==> config.mk <==
export PLATFORM = sky130hd
export DESIGN_NAME = npss_dist_unit
export DESIGN_NICKNAME = d
export VERILOG_FILES = /design/src/npss_pkg.sv /design/src/npss_dist_unit.sv
export SDC_FILE = /design/constraint.sdc
export NUM_CORES = 2
export LEC_CHECK = 0
export BUFFER_PORTS_ARGS = -buffer_cell sky130_fd_sc_hd__buf_2
export CAP_MARGIN = 15
export CORE_MARGIN = 2
export CORE_UTILIZATION = 40
export DETAILED_ROUTE_END_ITERATION = 12
export GPL_TIMING_DRIVEN = 0
export PLACE_DENSITY = 0.62
export RECOVER_POWER = 50
export REMOVE_ABC_BUFFERS = 1
export SETUP_SLACK_MARGIN = 0.5
export SLEW_MARGIN = 0
export SYNTH_ARGS = -nofsm -noshare
export SYNTH_HDL_FRONTEND = slang
export SYNTH_SLANG_ARGS = --single-unit
==> constraint.sdc <==
create_clock -name clock -period 8.54 [get_ports clock]
set_input_delay 0.854 -clock clock [delete_from_list [all_inputs] [get_ports clock]]
set_output_delay 0.854 -clock clock [all_outputs]
set_load 0.01 [all_outputs]
==> src/npss_pkg.sv <==
package npss_pkg;

   // Fixed field widths
   localparam int COORD_BITS  = 24;
   localparam int DIFF_W      = COORD_BITS + 1;
   localparam int SQ_W        = 2 * DIFF_W;
   localparam int DIST_W      = 52;
   localparam int TAG_W       = 16;
   localparam int INDEX_OUT_W = 10;

   // Cycles from the last read issue until the best-so-far registers settle
   localparam int DRAIN_CYCLES = 4;
   localparam int DRAIN_W      = $clog2(DRAIN_CYCLES);

   typedef enum logic [1:0] {
      KIND_LOAD  = 2'd0,
      KIND_QUERY = 2'd1,
      KIND_CLEAR = 2'd2
   } kind_type;

   typedef enum logic [1:0] {
      ST_IDLE,
      ST_SCAN,
      ST_DRAIN,
      ST_DONE
   } state_type;

   typedef logic signed [COORD_BITS-1:0] coord_type;

   typedef struct packed {
      coord_type x;
      coord_type y;
      coord_type z;
   } point_type;

   // Candidate leaving the distance pipe
   typedef struct packed {
      logic              valid;
      point_type         point;
      logic [DIST_W-1:0] gap;
   } cand_type;

   function automatic logic [DIFF_W-1:0] abs_diff(coord_type a, coord_type b);
      logic signed [DIFF_W-1:0] d;
      d = DIFF_W'(a) - DIFF_W'(b);
      return d[DIFF_W-1] ? DIFF_W'(-d) : DIFF_W'(d);
   endfunction

endpackage

==> src/npss_dist_unit.sv <==
module npss_dist_unit #(
   parameter int IDX_W = 10
) (
   input  logic                 clock,
   input  logic                 reset,
   input  logic                 in_valid,
   input  logic [IDX_W-1:0]     in_idx,
   input  npss_pkg::point_type  in_point,
   input  npss_pkg::point_type  query,
   output npss_pkg::cand_type   cand,
   output logic [IDX_W-1:0]     cand_idx
);

   // stage 1: absolute differences
   logic                         s1_valid_ff;
   logic [IDX_W-1:0]             s1_idx_ff;
   npss_pkg::point_type          s1_point_ff;
   logic [npss_pkg::DIFF_W-1:0]  mag_x_ff, mag_y_ff, mag_z_ff;

   // stage 2: squares
   logic                         s2_valid_ff;
   logic [IDX_W-1:0]             s2_idx_ff;
   npss_pkg::point_type          s2_point_ff;
   logic [npss_pkg::SQ_W-1:0]    sq_x_ff, sq_y_ff, sq_z_ff;

   // stage 3: sum
   logic                         s3_valid_ff;
   logic [IDX_W-1:0]             s3_idx_ff;
   npss_pkg::point_type          s3_point_ff;
   logic [npss_pkg::DIST_W-1:0]  sum_ff;

   always_ff @(posedge clock) begin
      if (reset) begin
         s1_valid_ff <= 1'b0;
         s2_valid_ff <= 1'b0;
         s3_valid_ff <= 1'b0;
      end else begin
         s1_valid_ff <= in_valid;
         s2_valid_ff <= s1_valid_ff;
         s3_valid_ff <= s2_valid_ff;
      end
   end

   always_ff @(posedge clock) begin
      s1_idx_ff   <= in_idx;
      s1_point_ff <= in_point;
      mag_x_ff    <= npss_pkg::abs_diff(in_point.x, query.x);
      mag_y_ff    <= npss_pkg::abs_diff(in_point.y, query.y);
      mag_z_ff    <= npss_pkg::abs_diff(in_point.z, query.z);

      s2_idx_ff   <= s1_idx_ff;
      s2_point_ff <= s1_point_ff;
      sq_x_ff     <= mag_x_ff * mag_x_ff;
      sq_y_ff     <= mag_y_ff * mag_y_ff;
      sq_z_ff     <= mag_z_ff * mag_z_ff;

      s3_idx_ff   <= s2_idx_ff;
      s3_point_ff <= s2_point_ff;
      sum_ff      <= npss_pkg::DIST_W'(sq_x_ff) + npss_pkg::DIST_W'(sq_y_ff)
                     + npss_pkg::DIST_W'(sq_z_ff);
   end

   assign cand.valid = s3_valid_ff;
   assign cand.point = s3_point_ff;
   assign cand.gap   = sum_ff;
   assign cand_idx   = s3_idx_ff;

endmodule

==> reports/metrics.csv <==
stage,metric,value,unit
outcome,outcome,"complete, no violations",
detailed_routing,Remaining DRCs,0,
layout,share of layout cells above drive strength 1,6.00,%
cts,clk root buf,clkbuf_16,
synth,Synth Instances,7688,
worst_setup_path,cell breakdown of the critical path,"nand2_1, fa_1, fa_1, inv_1, fa_1, fa_1, fa_1, fa_1, inv_1, fa_1, inv_1, ha_1, a21oi_1, o21bai_1, a21oi_1, o21ai_0, a221oi_1, a21oi_1, o31ai_1, nand2b_1, a311oi_1, xnor2_1",
timing,Max Clk Rate,128,MHz
synth,Yosys top cell area share,39.8,%
flow_run,maxcap violations,0,
cts,clk_lat worst skew,0.75,ns
die,Die W,431,um
timing,Relative slew margins,20.3,%
worst_setup_path,crit start category,flop,
cts,CTS tree,done,
synth,synth warn,0,
timing,Final Cycle Share,91.2,%
global_route,initial antenna violation count,4,
layout,most frequent cells in the layout,"inv_1, fa_1, ha_1",
global_route,largest net degree at the start of global routing,29,
synth,Post-synth EDFFs,0,
layout,fin util,44.1,%
synth,ys flop type,dfxtp_1,
min_path,min-delay src,in_idx[1],
layout,nets,10200,
worst_setup_path,critical path's slowest cell,dfxtp_1,
synth,register area share after synthesis,14.3,%
worst_setup_path,Worst setup EP type,flop,
cts,worst-case clock buffer depth,3,
cts,H-tree levels,2,
timing,RSZ-0062 raised after global routing,yes,
die,FP Rows,156,
synth,Syn Area/Cell,9.49,um^2
min_path,worst hold path type,input pin to flop,
synth,post-synthesis register bit count,523,
timing,Worst Skew,0.0717,ns
global_route,vias in the first global route,55000,
worst_setup_path,Worst EP arrival,8.37,ns
timing,fin. max-slew vios,0,
worst_setup_path,"most used cell, CP",fa_1,
place,Port Buffers,291,
synth,"top cells by area, synth","fa_1, dfxtp_1, ha_1, inv_1, and2_1",
synth,Synth Cell Area,0.0730,mm^2
die,die footprint,0.186,mm^2
timing,Fin. Hold Viols,0,
worst_setup_path,critical-path maximum fanout,28,
die,Ports,292,
die,die span in y,431,um
synth,async set-reset flop share out of synthesis,0,%
detailed_routing,DRT iter0 DRCs,2751,
die,core area,0.181,mm^2
worst_setup_path,CP required,9.12,ns
synth,"Distinct cells, synth",103,
die,Starting Density,40.3,%
cts,Num CTS Buffers,58,
timing,worst slew pin tran,1.20,ns
timing,Final TNS setup,0,ns
timing,Setup-failing EPs final,0,
worst_setup_path,R2R Path Start,mag_y_ff[0],
cts,Clock transition at path regs,0.07,ns
detailed_routing,vias per cell,4.90,
place,placed cell areas,0.0773,mm^2
worst_setup_path,CP peak stage delay,1.07,ns
place,gpl congestion,0.889,
detailed_routing,via count,50500,
worst_setup_path,critical path startpoint,mag_y_ff[0],
timing,hold slack,0.207,ns
layout,"commonest non-fill, non-tap cell in the layout",inv_1,
layout,design area,0.0798,mm^2
layout,P&R area growth vs syn,9.37,%
detailed_routing,antenna-violating nets left,0,
worst_setup_path,Crit Path Category,flop to flop,
global_route,GRT Residual Overflow,0,
detailed_routing,Routed WL per cell,16.8,um
synth,biggest area consumer among synthesized cells,fa_1,
place,Final HPWL DP,144000,um
timing,Final min period,7.79,ns
detailed_routing,drt pass-1 iters,6,
detailed_routing,final wirelength,174000,um
global_route,Total GRT Usage,19.2,%
global_route,first-pass GRT wire length,286000,um
cts,clock sink count,523,
layout make-up:
class / count / area [um^2]
Antenna cell: 4 / 10.0
Clock buffer: 66 / 1530
Clock inverter: 43 / 642
Fill cell: 17400 / 101000
Inverter: 2096 / 7890
Multi-Input combinational cell: 4870 / 54000
Sequential cell: 523 / 10600
Tap cell: 2370 / 2970
Timing Repair Buffer: 335 / 2170
routing by layer:
layer,track usage (%),vias up,part of all wire (%)
li1,-,23500,-
met1,25.2,25600,42
met2,33.1,1176,50
met3,2.44,221,5.3
met4,5.36,2,2.7
met5,0,-,0.0063
sequential cells by signal, summed over array words and instances (netlist names):
register	cells
mag_x_ff	25
mag_z_ff	25
mag_y_ff	25
cand	72
s1_valid_ff	1
sum_ff	52
sq_y_ff	49
s1_idx_ff	10
sq_z_ff	49
sq_x_ff	49
s3_valid_ff	1
s2_valid_ff	1
s2_idx_ff	10
cand_idx	10
s2_point_ff	72
s1_point_ff	72
kinds of logic after synthesis:
family	share of synthesized area [%]
AND/OR/NAND/NOR	10.5
XOR/XNOR	3.94
multiplexers	0.159
adder cells (fa/ha/maj)	51.6
AO/OA/AOI/OAI	7.60
buffers and inverters	11.8
other	0.00514
flip-flops	14.3
metrics by stage:
step,std cells,setup slack [ns]
floorplan,7489,1.44
global placement,10200,-0.913
detailed placement,10200,-0.910
CTS,10300,0.520
global route,10300,0.441
finish,10300,0.748
synth_stat cells (10+ instances only):
| cell | number |
|---|---|
| a211oi_1 | 22 |
| a21boi_0 | 10 |
| a21o_1 | 129 |
| a21oi_1 | 244 |
| a31oi_1 | 40 |
| and2_1 | 374 |
| and3_1 | 34 |
| and4_1 | 10 |
| clkbuf_1 | 191 |
| dfxtp_1 | 523 |
| fa_1 | 1452 |
| ha_1 | 687 |
| inv_1 | 2090 |
| nand2_1 | 597 |
| nand2b_1 | 32 |
| nand3_1 | 64 |
| nand4_1 | 32 |
| nor2_1 | 255 |
| nor2b_1 | 53 |
| nor3_1 | 31 |
| o211ai_1 | 12 |
| o21a_1 | 31 |
| o21ai_0 | 149 |
| o21ai_1 | 10 |
| o21bai_1 | 32 |
| o31ai_1 | 16 |
| or2_2 | 15 |
| or3_1 | 19 |
| xnor2_1 | 221 |
| xor2_1 | 105 |
what timing repair did:
item / CTS / global route
pin swaps: 0 / 2
endpoints found under the setup margin: 61 / 32
buffers inserted: 0 / 14
resized for setup: 61 / 69
hold buffers: 0 / 0
worst max-delay path, delay by kind of cell, from the launching register on:
| family | cells | cell delay [ns] |
|---|---|---|
| flip-flops | 1 | 1.07 |
| XOR/XNOR | 1 | 0.23 |
| adder cells (fa/ha/maj) | 8 | 3.76 |
| AO/OA/AOI/OAI | 8 | 2.04 |
| AND/OR/NAND/NOR | 2 | 0.42 |
| buffers and inverters | 3 | 0.16 |
final timing paths:
check,endpoint,slack (ns),cells after the start
worst max register to register,sq_y_ff[47],0.75,22
worst max-delay path,sq_y_ff[47],0.75,22
worst min-delay path,s1_idx_ff[1],0.21,1
worst min register to register,s2_idx_ff[6],0.30,0
Power is not shown: default switching activity piles up to over one toggle a cycle in this logic, so the estimate is an artifact.
