[src/npss_pkg.sv]
package npss_pkg;

   // Fixed field widths
   localparam int COORD_BITS  = 24;
   localparam int DIFF_W      = COORD_BITS + 1;
   localparam int SQ_W        = 2 * DIFF_W;
   localparam int DIST_W      = 52;
   localparam int TAG_W       = 16;
   localparam int INDEX_OUT_W = 10;

   // Cycles from the last read issue until the best-so-far registers settle
   localparam int DRAIN_CYCLES = 4;
   localparam int DRAIN_W      = $clog2(DRAIN_CYCLES);

   typedef enum logic [1:0] {
      KIND_LOAD  = 2'd0,
      KIND_QUERY = 2'd1,
      KIND_CLEAR = 2'd2
   } kind_type;

   typedef enum logic [1:0] {
      ST_IDLE,
      ST_SCAN,
      ST_DRAIN,
      ST_DONE
   } state_type;

   typedef logic signed [COORD_BITS-1:0] coord_type;

   typedef struct packed {
      coord_type x;
      coord_type y;
      coord_type z;
   } point_type;

   // Candidate leaving the distance pipe
   typedef struct packed {
      logic              valid;
      point_type         point;
      logic [DIST_W-1:0] gap;
   } cand_type;

   function automatic logic [DIFF_W-1:0] abs_diff(coord_type a, coord_type b);
      logic signed [DIFF_W-1:0] d;
      d = DIFF_W'(a) - DIFF_W'(b);
      return d[DIFF_W-1] ? DIFF_W'(-d) : DIFF_W'(d);
   endfunction

endpackage

[src/npss_best_track.sv]
module npss_best_track #(
   parameter int IDX_W = 10
) (
   input  logic                         clock,
   input  npss_pkg::cand_type           cand,
   input  logic [IDX_W-1:0]             cand_idx,
   output logic [IDX_W-1:0]             best_idx,
   output npss_pkg::point_type          best_point,
   output logic [npss_pkg::DIST_W-1:0]  best_dist
);

   logic [IDX_W-1:0]             best_idx_ff;
   npss_pkg::point_type          best_point_ff;
   logic [npss_pkg::DIST_W-1:0]  best_dist_ff;
   logic                         take;

   // index 0 opens a scan; only a strictly smaller distance replaces the best
   assign take = cand.valid && ((cand_idx == '0) || (cand.gap < best_dist_ff));

   always_ff @(posedge clock) begin
      if (take) begin
         best_idx_ff   <= cand_idx;
         best_point_ff <= cand.point;
         best_dist_ff  <= cand.gap;
      end
   end

   assign best_idx   = best_idx_ff;
   assign best_point = best_point_ff;
   assign best_dist  = best_dist_ff;

endmodule

[config.mk]
export PLATFORM = sky130hd
export DESIGN_NAME = npss_best_track
export DESIGN_NICKNAME = d
export VERILOG_FILES = /design/src/npss_pkg.sv /design/src/npss_best_track.sv
export SDC_FILE = /design/constraint.sdc
export NUM_CORES = 1
export LEC_CHECK = 0
export BUFFER_PORTS_ARGS = -buffer_cell sky130_fd_sc_hd__buf_2
export CAP_MARGIN = 40
export CORE_MARGIN = 3
export CORE_UTILIZATION = 40
export DETAILED_ROUTE_END_ITERATION = 8
export HOLD_SLACK_MARGIN = 0.03
export PLACE_DENSITY = 0.83
export SETUP_SLACK_MARGIN = 0.5
export SYNTH_ARGS = -nofsm -noshare
export SYNTH_HDL_FRONTEND = slang
export SYNTH_SLANG_ARGS = --single-unit
[constraint.sdc]
create_clock -name clock -period 6.6 [get_ports clock]
set_input_delay 0.66 -clock clock [delete_from_list [all_inputs] [get_ports clock]]
set_output_delay 0.66 -clock clock [all_outputs]
set_load 0.05 [all_outputs]
==> metrics.md, run 1 <==
| Metric | Value |
|---|---|
| Status | complete, no violations |
| Crit Path Class | reg2reg |
| Drt pass-1 iters | 4 |
| Fillers | 1027 |
| Asr flop ratio synth | 0 |
| Detail Route Antenna Nets | 0 |
| Vias per std cell | 4.70 |
| Critical-path maximum fanout | 72 |
| Rows | 41 |
| Sequential-to-total area share from yosys stat | 0.755 |
| Worst skew pair latency | 410 ps |
| # port buffers | 269 |
| Initial antenna violation count | 0 |
| Post-CTS setup buffers | 0 |
| Gr usage total | 0.173 |
| Leakage | 3.41 nW |
| Met1 GRT Util | 0.190 |
| Worst path required time | 6660 ps |
| Top Usage Layer GRT | met2 |
| Post-layout instance count excluding filler cells | 795 |
| DRC Markers | 0 |
| Setup TNS | 0 ps |
| Synth Area per Inst | 16.6 sq um |
| Met2 Use GR | 0.312 |
| Largest net degree at the start of global routing | 73 |
| Hold crit path type | in2reg |
| Worst Skew | 9.89 ps |
| Hold Violations, Final | 0 |
| CP max-delay cell | and3_4 |
| Syn nets | 508 |
| Mapped Area | 5330 sq um |
| Post-Route WL | 13100 microns |
| Fraction of layout cells with a size suffix above 1 | 0.485 |
| Netlist cell types | 26 |
| PwrDens | 309 nW/um^2 |
| Area Overhead vs Synth | 39.8% |
| Die W | 121 microns |
| Vias in the first global route | 3834 |
| Post-synth top area cell | edfxtp_1 |
| Nets | 797 |
| Post-Syn Instances | 321 |
| Most common cell in the netlist | edfxtp_1 |
| Post-synth EDFFs | 134 |
| Crit path capture type | flop |
| GPL Wtd Cong | 0.789 |
| Die height | 121 microns |
| Flops & latches, synth | 134 |
| Final slew viol count | 0 |
| Full die area | 14700 sq um |
| Min Hold Slack | 427 ps |
| Max_slew headroom | 0.416 |
| Fmax | 293 MHz |
| Startpoint types | flop |
| Clk Tree Root Cell | clkbuf_16 |
| GR Overflow Total | 0 |
| Top cells by area, synth | edfxtp_1 (76%), ha_1 (12%), inv_1 (3.7%), a21oi_1 (2.0%), nand2_1 (0.99%) |
| Tot Pwr | 2.30 mW |
| Initial Util | 0.415 |
| Final period utilization | 0.517 |
| Total I/O pin count | 270 |
| Clock tree buffer depth | 2 |
| CTS clk-pin slew, worst paths | 60 ps |
| Inst Count DP | 763 |
| Worst slew pin tran | 876 ps |
| Post-synth top area share | 0.755 |
| Crit path time final | 3410 ps |
| Sink Count | 134 |
| Iteration-0 DRC Markers | 230 |
| Crit path largest cell delay | 780 ps |
| Cells along the critical path | inv_1 -> ha_1 -> a211o_1 -> a31oi_1 -> o221ai_1 -> a221o_1 -> o2111ai_1 -> and3_4 -> buf_12 |
| Commonest cells in the netlist | edfxtp_1 (134), inv_1 (53), ha_1 (51) |
| RSZ-0062 raised after global routing | no |
| Vias | 3739 |
| First-pass GRT wire length | 19200 microns |
| Arr. time, crit path | 3470 ps |
| Worst vdd ir | 0.000135 V |
| Ys flop type | edfxtp_1 |
| Setup violators final | 0 |
| Met3 global-route usage | 0.0545 |
| Synthesis Warnings | 0 |
| H-tree levels | 4 |
| Hpwl dp | 10400 microns |
| CTS tree | built |
| Hold-fix buffers, CTS | 0 |
| ANT cells | 0 |
| Final core area utilization | 0.581 |
| Max-cap viol count | 0 |
| WL/cell | 16.5 microns |
| Core ar. | 12800 sq um |
| TritonCTS buffer count | 17 |
| CTS resizes | 0 |
-- sequential cells by signal (all words and copies together), names as in the netlist --
name        flops
best_point     72
best_dist      52
best_idx       10
-- power by group --
group          internal [mW]  leakage (nW)  switching, mW
clock                  0.481         0.247          0.360
combinational          0.105          1.90          0.316
sequential              1.02          1.27         0.0208
-- routing by layer --
metal,share of wire,wire (microns),up-vias
met1,0.37,4870,1761
met3,0.081,1060,21
met2,0.53,6970,169
met5,0,0,-
met4,0.018,231,0
li1,-,-,1788
-- worst max-delay path: cells and delay by family, from the launching register on --
family	cells	cell delay, ps
flip-flops	1	390
adder cells (fa/ha/maj)	1	230
AO/OA/AOI/OAI	5	1110
AND/OR/NAND/NOR	1	780
buffers and inverters	2	460
-- worst paths after layout --
kind / from / end / slack (ps) / cells after the start
worst max-delay path: best_dist[2]$_DFFE_PP_ / best_point[35]$_DFFE_PP_ / 3190 / 9
worst min-delay path: cand[99] / best_point[47]$_DFFE_PP_ / 430 / 1
worst max register to register: best_dist[2]$_DFFE_PP_ / best_point[35]$_DFFE_PP_ / 3190 / 9
worst min register to register: best_dist[19]$_DFFE_PP_ / best_dist[19]$_DFFE_PP_ / 1470 / 5
-- cell type report --
class	count	area, sq um	area share
clock buffers	18	429	0.0576
inverters	53	199	0.0267
well taps	172	215	0.0289
flip-flops and latches	134	4020	0.540
clock inverters	14	104	0.0139
multi-input cells	134	1110	0.149
repair buffers	270	1370	0.183
-- metrics by stage --
| stage | cell area, sq um | setup WS [ps] |
|---|---|---|
| after floorplan | 5330 | 938 |
| after global placement | 6910 | 2790 |
| after detailed placement | 6910 | 2750 |
| after CTS | 7450 | 3120 |
| after global routing | 7450 | 2930 |
| final | 7450 | 3190 |
-- cells by family after synthesis --
family / count (synthesis) / synth area share
buf+inv: 53 / 0.0373
flops: 134 / 0.755
simple gates: 42 / 0.0416
compound gates: 41 / 0.0460
fa+ha+maj: 51 / 0.120
-- cell usage in the layout (no fill, tap or decap) --
master	count
buf_2	269
edfxtp_1	134
inv_1	53
ha_1	51
a21oi_1	21
clkbuf_16	17
nand2_1	14
nand4_1	7
o21ai_0	6
nand3_1	5
clkinvlp_4	5
nor4_1	4
and4_1	3
nor2_1	3
inv_6	3
clkinv_4	3
a21o_1	2
o21ai_1	2
a211o_1	2
a221oi_1	2
nor3_1	2
clkinv_2	2
a21o_2	1
or2b_1	1
a31oi_1	1
o221ai_1	1
a221o_1	1
nand2b_1	1
or4_1	1
o2111ai_1	1
o31ai_1	1
and3_4	1
clkbuf_1	1
clkinv_1	1
buf_12	1
(Power assumes the default switching activity.)
==> inputs of run 2 (changes only) <==
==> constraint.sdc (replaced) <==
create_clock -name clock -period 3.4 [get_ports clock]
set_input_delay 0.34 -clock clock [delete_from_list [all_inputs] [get_ports clock]]
set_output_delay 0.34 -clock clock [all_outputs]
set_load 0.05 [all_outputs]
==> run 2 against run 1 <==
  * Hold slack lost 330 ps
  * Clock power grew 130%
  * Largest power group unchanged
  * Clock skew is essentially flat
  * Sequential power grew 93%
  * Die area is the same
  * Combinational power grew 100%
==> metrics.md, run 2 (same netlist as run 1, synthesis figures left out) <==
| Metric | Value |
|---|---|
| Status | complete, no violations |
| Worst slew pin tran | 453 ps (-423 ps) |
| Crit path capture | best_point[18]$_DFFE_PP_ |
| Post-CTS setup buffers | 0 (unchanged) |
| DRC Markers | 0 (unchanged) |
| Hold Violations, Final | 0 (unchanged) |
| WL/cell | 16.3 microns (-1.5%) |
| Crit Path Class | reg2reg |
| Vias in the first global route | 3809 (-0.65%) |
| Final period utilization | 0.818 (+0.301) |
| R2R Path End | best_point[18]$_DFFE_PP_ |
| R2R cell count | 9 (unchanged) |
| Crit path time final | 2780 ps (-630 ps) |
| Clock tree buffer depth | 2 (unchanged) |
| Vias per std cell | 4.71 (+0.18%) |
| Hold-fix buffers, CTS | 0 (unchanged) |
| Worst Skew | 9.52 ps (-0.369 ps) |
| Critical-path maximum fanout | 38 (-47%) |
| Fillers | 1022 (-0.49%) |
| RSZ-0062 raised after global routing | yes |
| Min Hold Slack | 98.6 ps (-328 ps) |
| Hpwl dp | 10000 microns (-3.2%) |
| Max_slew headroom | 0.695 (+0.279) |
| Rows | 41 (unchanged) |
| Commonest cells after routing, fill and taps aside | buf_2 (269), edfxtp_1 (134), inv_1 (53) |
| Area of the multi-input gates | 1110 sq um (unchanged) |
| H-tree levels | 4 (unchanged) |
| Die W | 121 microns (unchanged) |
| CTS tree | built |
| Fraction of layout cells with a size suffix above 1 | 0.490 (+0.00566) |
| Final core area utilization | 0.594 (+0.0135) |
| Dpl cell area | 6930 sq um (+0.29%) |
| R2r startpoint | best_dist[2]$_DFFE_PP_ |
| Design area | 7620 sq um (+2.3%) |
| Worst path required time | 3500 ps (-3160 ps) |
| ANT cells | 0 (unchanged) |
| Vias | 3760 (+0.56%) |
| Initial antenna violation count | 0 (unchanged) |
| Fmax | 360 MHz (+23%) |
| Nets | 800 (+0.38%) |
| Drt pass-1 iters | 4 (unchanged) |
| CTS resizes | 0 (unchanged) |
| Startpoint types | flop |
| # port buffers | 269 (unchanged) |
| Leakage | 3.51 nW (+2.8%) |
| Commonest non-fill, non-tap cell in the layout | buf_2 |
| Final slew viol count | 0 (unchanged) |
| Sink Count | 134 (unchanged) |
| GR Overflow Total | 0 (unchanged) |
| Reg area | 4020 sq um (unchanged) |
| Arr. time, crit path | 2880 ps (-590 ps) |
| Area Overhead vs Synth | 43.0% |
| Post-Route WL | 13000 microns (-1.2%) |
| GPL Wtd Cong | 0.796 (+0.93%) |
| Core ar. | 12800 sq um (unchanged) |
| CTS clk-pin slew, worst paths | 60 ps (about the same) |
| Critical path launch point | best_dist[2]$_DFFE_PP_ |
| Worst skew pair latency | 410 ps (about the same) |
| Crit path capture type | flop |
| Full die area | 14700 sq um (unchanged) |
| Largest register FFs | 72 (unchanged) |
| Clk Tree Root Cell | clkbuf_16 |
| Worst vdd ir | 0.000255 V (+88%) |
| Detail Route Antenna Nets | 0 (unchanged) |
| TritonCTS buffer count | 17 (unchanged) |
| Hold crit path type | in2reg |
| Setup violators final | 0 (unchanged) |
| Iteration-0 DRC Markers | 226 (-1.7%) |
| Largest net degree at the start of global routing | 77 (+5.5%) |
| PwrDens | 624 nW/um^2 (+100%) |
| Initial Util | 0.415 (unchanged) |
| Gr usage total | 0.168 (-0.00500) |
| Max-cap viol count | 0 (unchanged) |
| Die height | 121 microns (unchanged) |
| First-pass GRT wire length | 18800 microns (-1.7%) |
| Worst R2R Setup Slack | 620 ps (-2570 ps) |
| Total I/O pin count | 270 (unchanged) |
==> run 2: cell count changes in the layout (fill, tap and decap cells not counted), moves of 2 or more <==
cell / previous run / this run
clkbuf_16: 17 / 19
inv_8: 0 / 2
clkinvlp_4: 5 / 1
clkinv_4: 3 / 5
bufinv_16: 0 / 3
buf_16: 0 / 2
==> run 2: per-stage QoR <==
stage | power (mW) | TNS (ps) | setup slack, ps | std cells
3_5_place_dp | 2.87 | 0 | 459 | 764
5_1_grt | 4.93 | 0 | 421 | 798
2_1_floorplan | 2.61 | -11940 | -89.1 | 321
4_1_cts | 4.78 | 0 | 532 | 796
6_report | 4.76 | 0 | 619 | 798
3_3_place_gp | 2.85 | 0 | 516 | 764
==> run 2: worst min path at each step <==
| stage | from | endpoint | cells after the start | slack [ps] |
|---|---|---|---|---|
| floorplan | cand[0] | best_dist[0]$_DFFE_PP_ | 0 | 440 |
| global placement | cand[92] | best_point[40]$_DFFE_PP_ | 1 | 520 |
| detailed placement | cand[120] | best_point[68]$_DFFE_PP_ | 1 | 520 |
| CTS | cand[120] | best_point[68]$_DFFE_PP_ | 1 | 80 |
| global route | cand[90] | best_point[38]$_DFFE_PP_ | 1 | 80 |
| finish | cand[120] | best_point[68]$_DFFE_PP_ | 1 | 100 |
==> run 2: cell type report <==
class	instances	area share
inverters	53	0.0261
clock inverters	15	0.0256
repair buffers	273	0.190
multi-input cells	134	0.146
clock buffers	17	0.0558
well taps	172	0.0282
flip-flops and latches	134	0.528
==> run 2: layer usage <==
| metal | vias to the layer above | global-route usage | wire [microns] |
|---|---|---|---|
| li1 | 1802 | - | - |
| met1 | 1746 | 0.187 | 4950 |
| met2 | 187 | 0.288 | 6540 |
| met3 | 25 | 0.0597 | 1180 |
| met4 | 0 | 0.0742 | 302 |
| met5 | - | 0 | 0 |
==> run 2: critical path, cell delays in order, from the launching register on <==
cell,delay [ps]
edfxtp_1,380
inv_1,70
ha_1,230
a211o_1,290
a31oi_1,160
o221ai_1,200
a221o_1,350
o2111ai_1,200
and3_4,320
clkbuf_16,280
==> run 2: report_power, final <==
part           total, mW  leakage (nW)  switching, mW  internal, mW
combinational      0.843          1.94          0.621         0.222
sequential          2.01          1.27         0.0379          1.97
clock               1.91         0.302          0.732          1.17
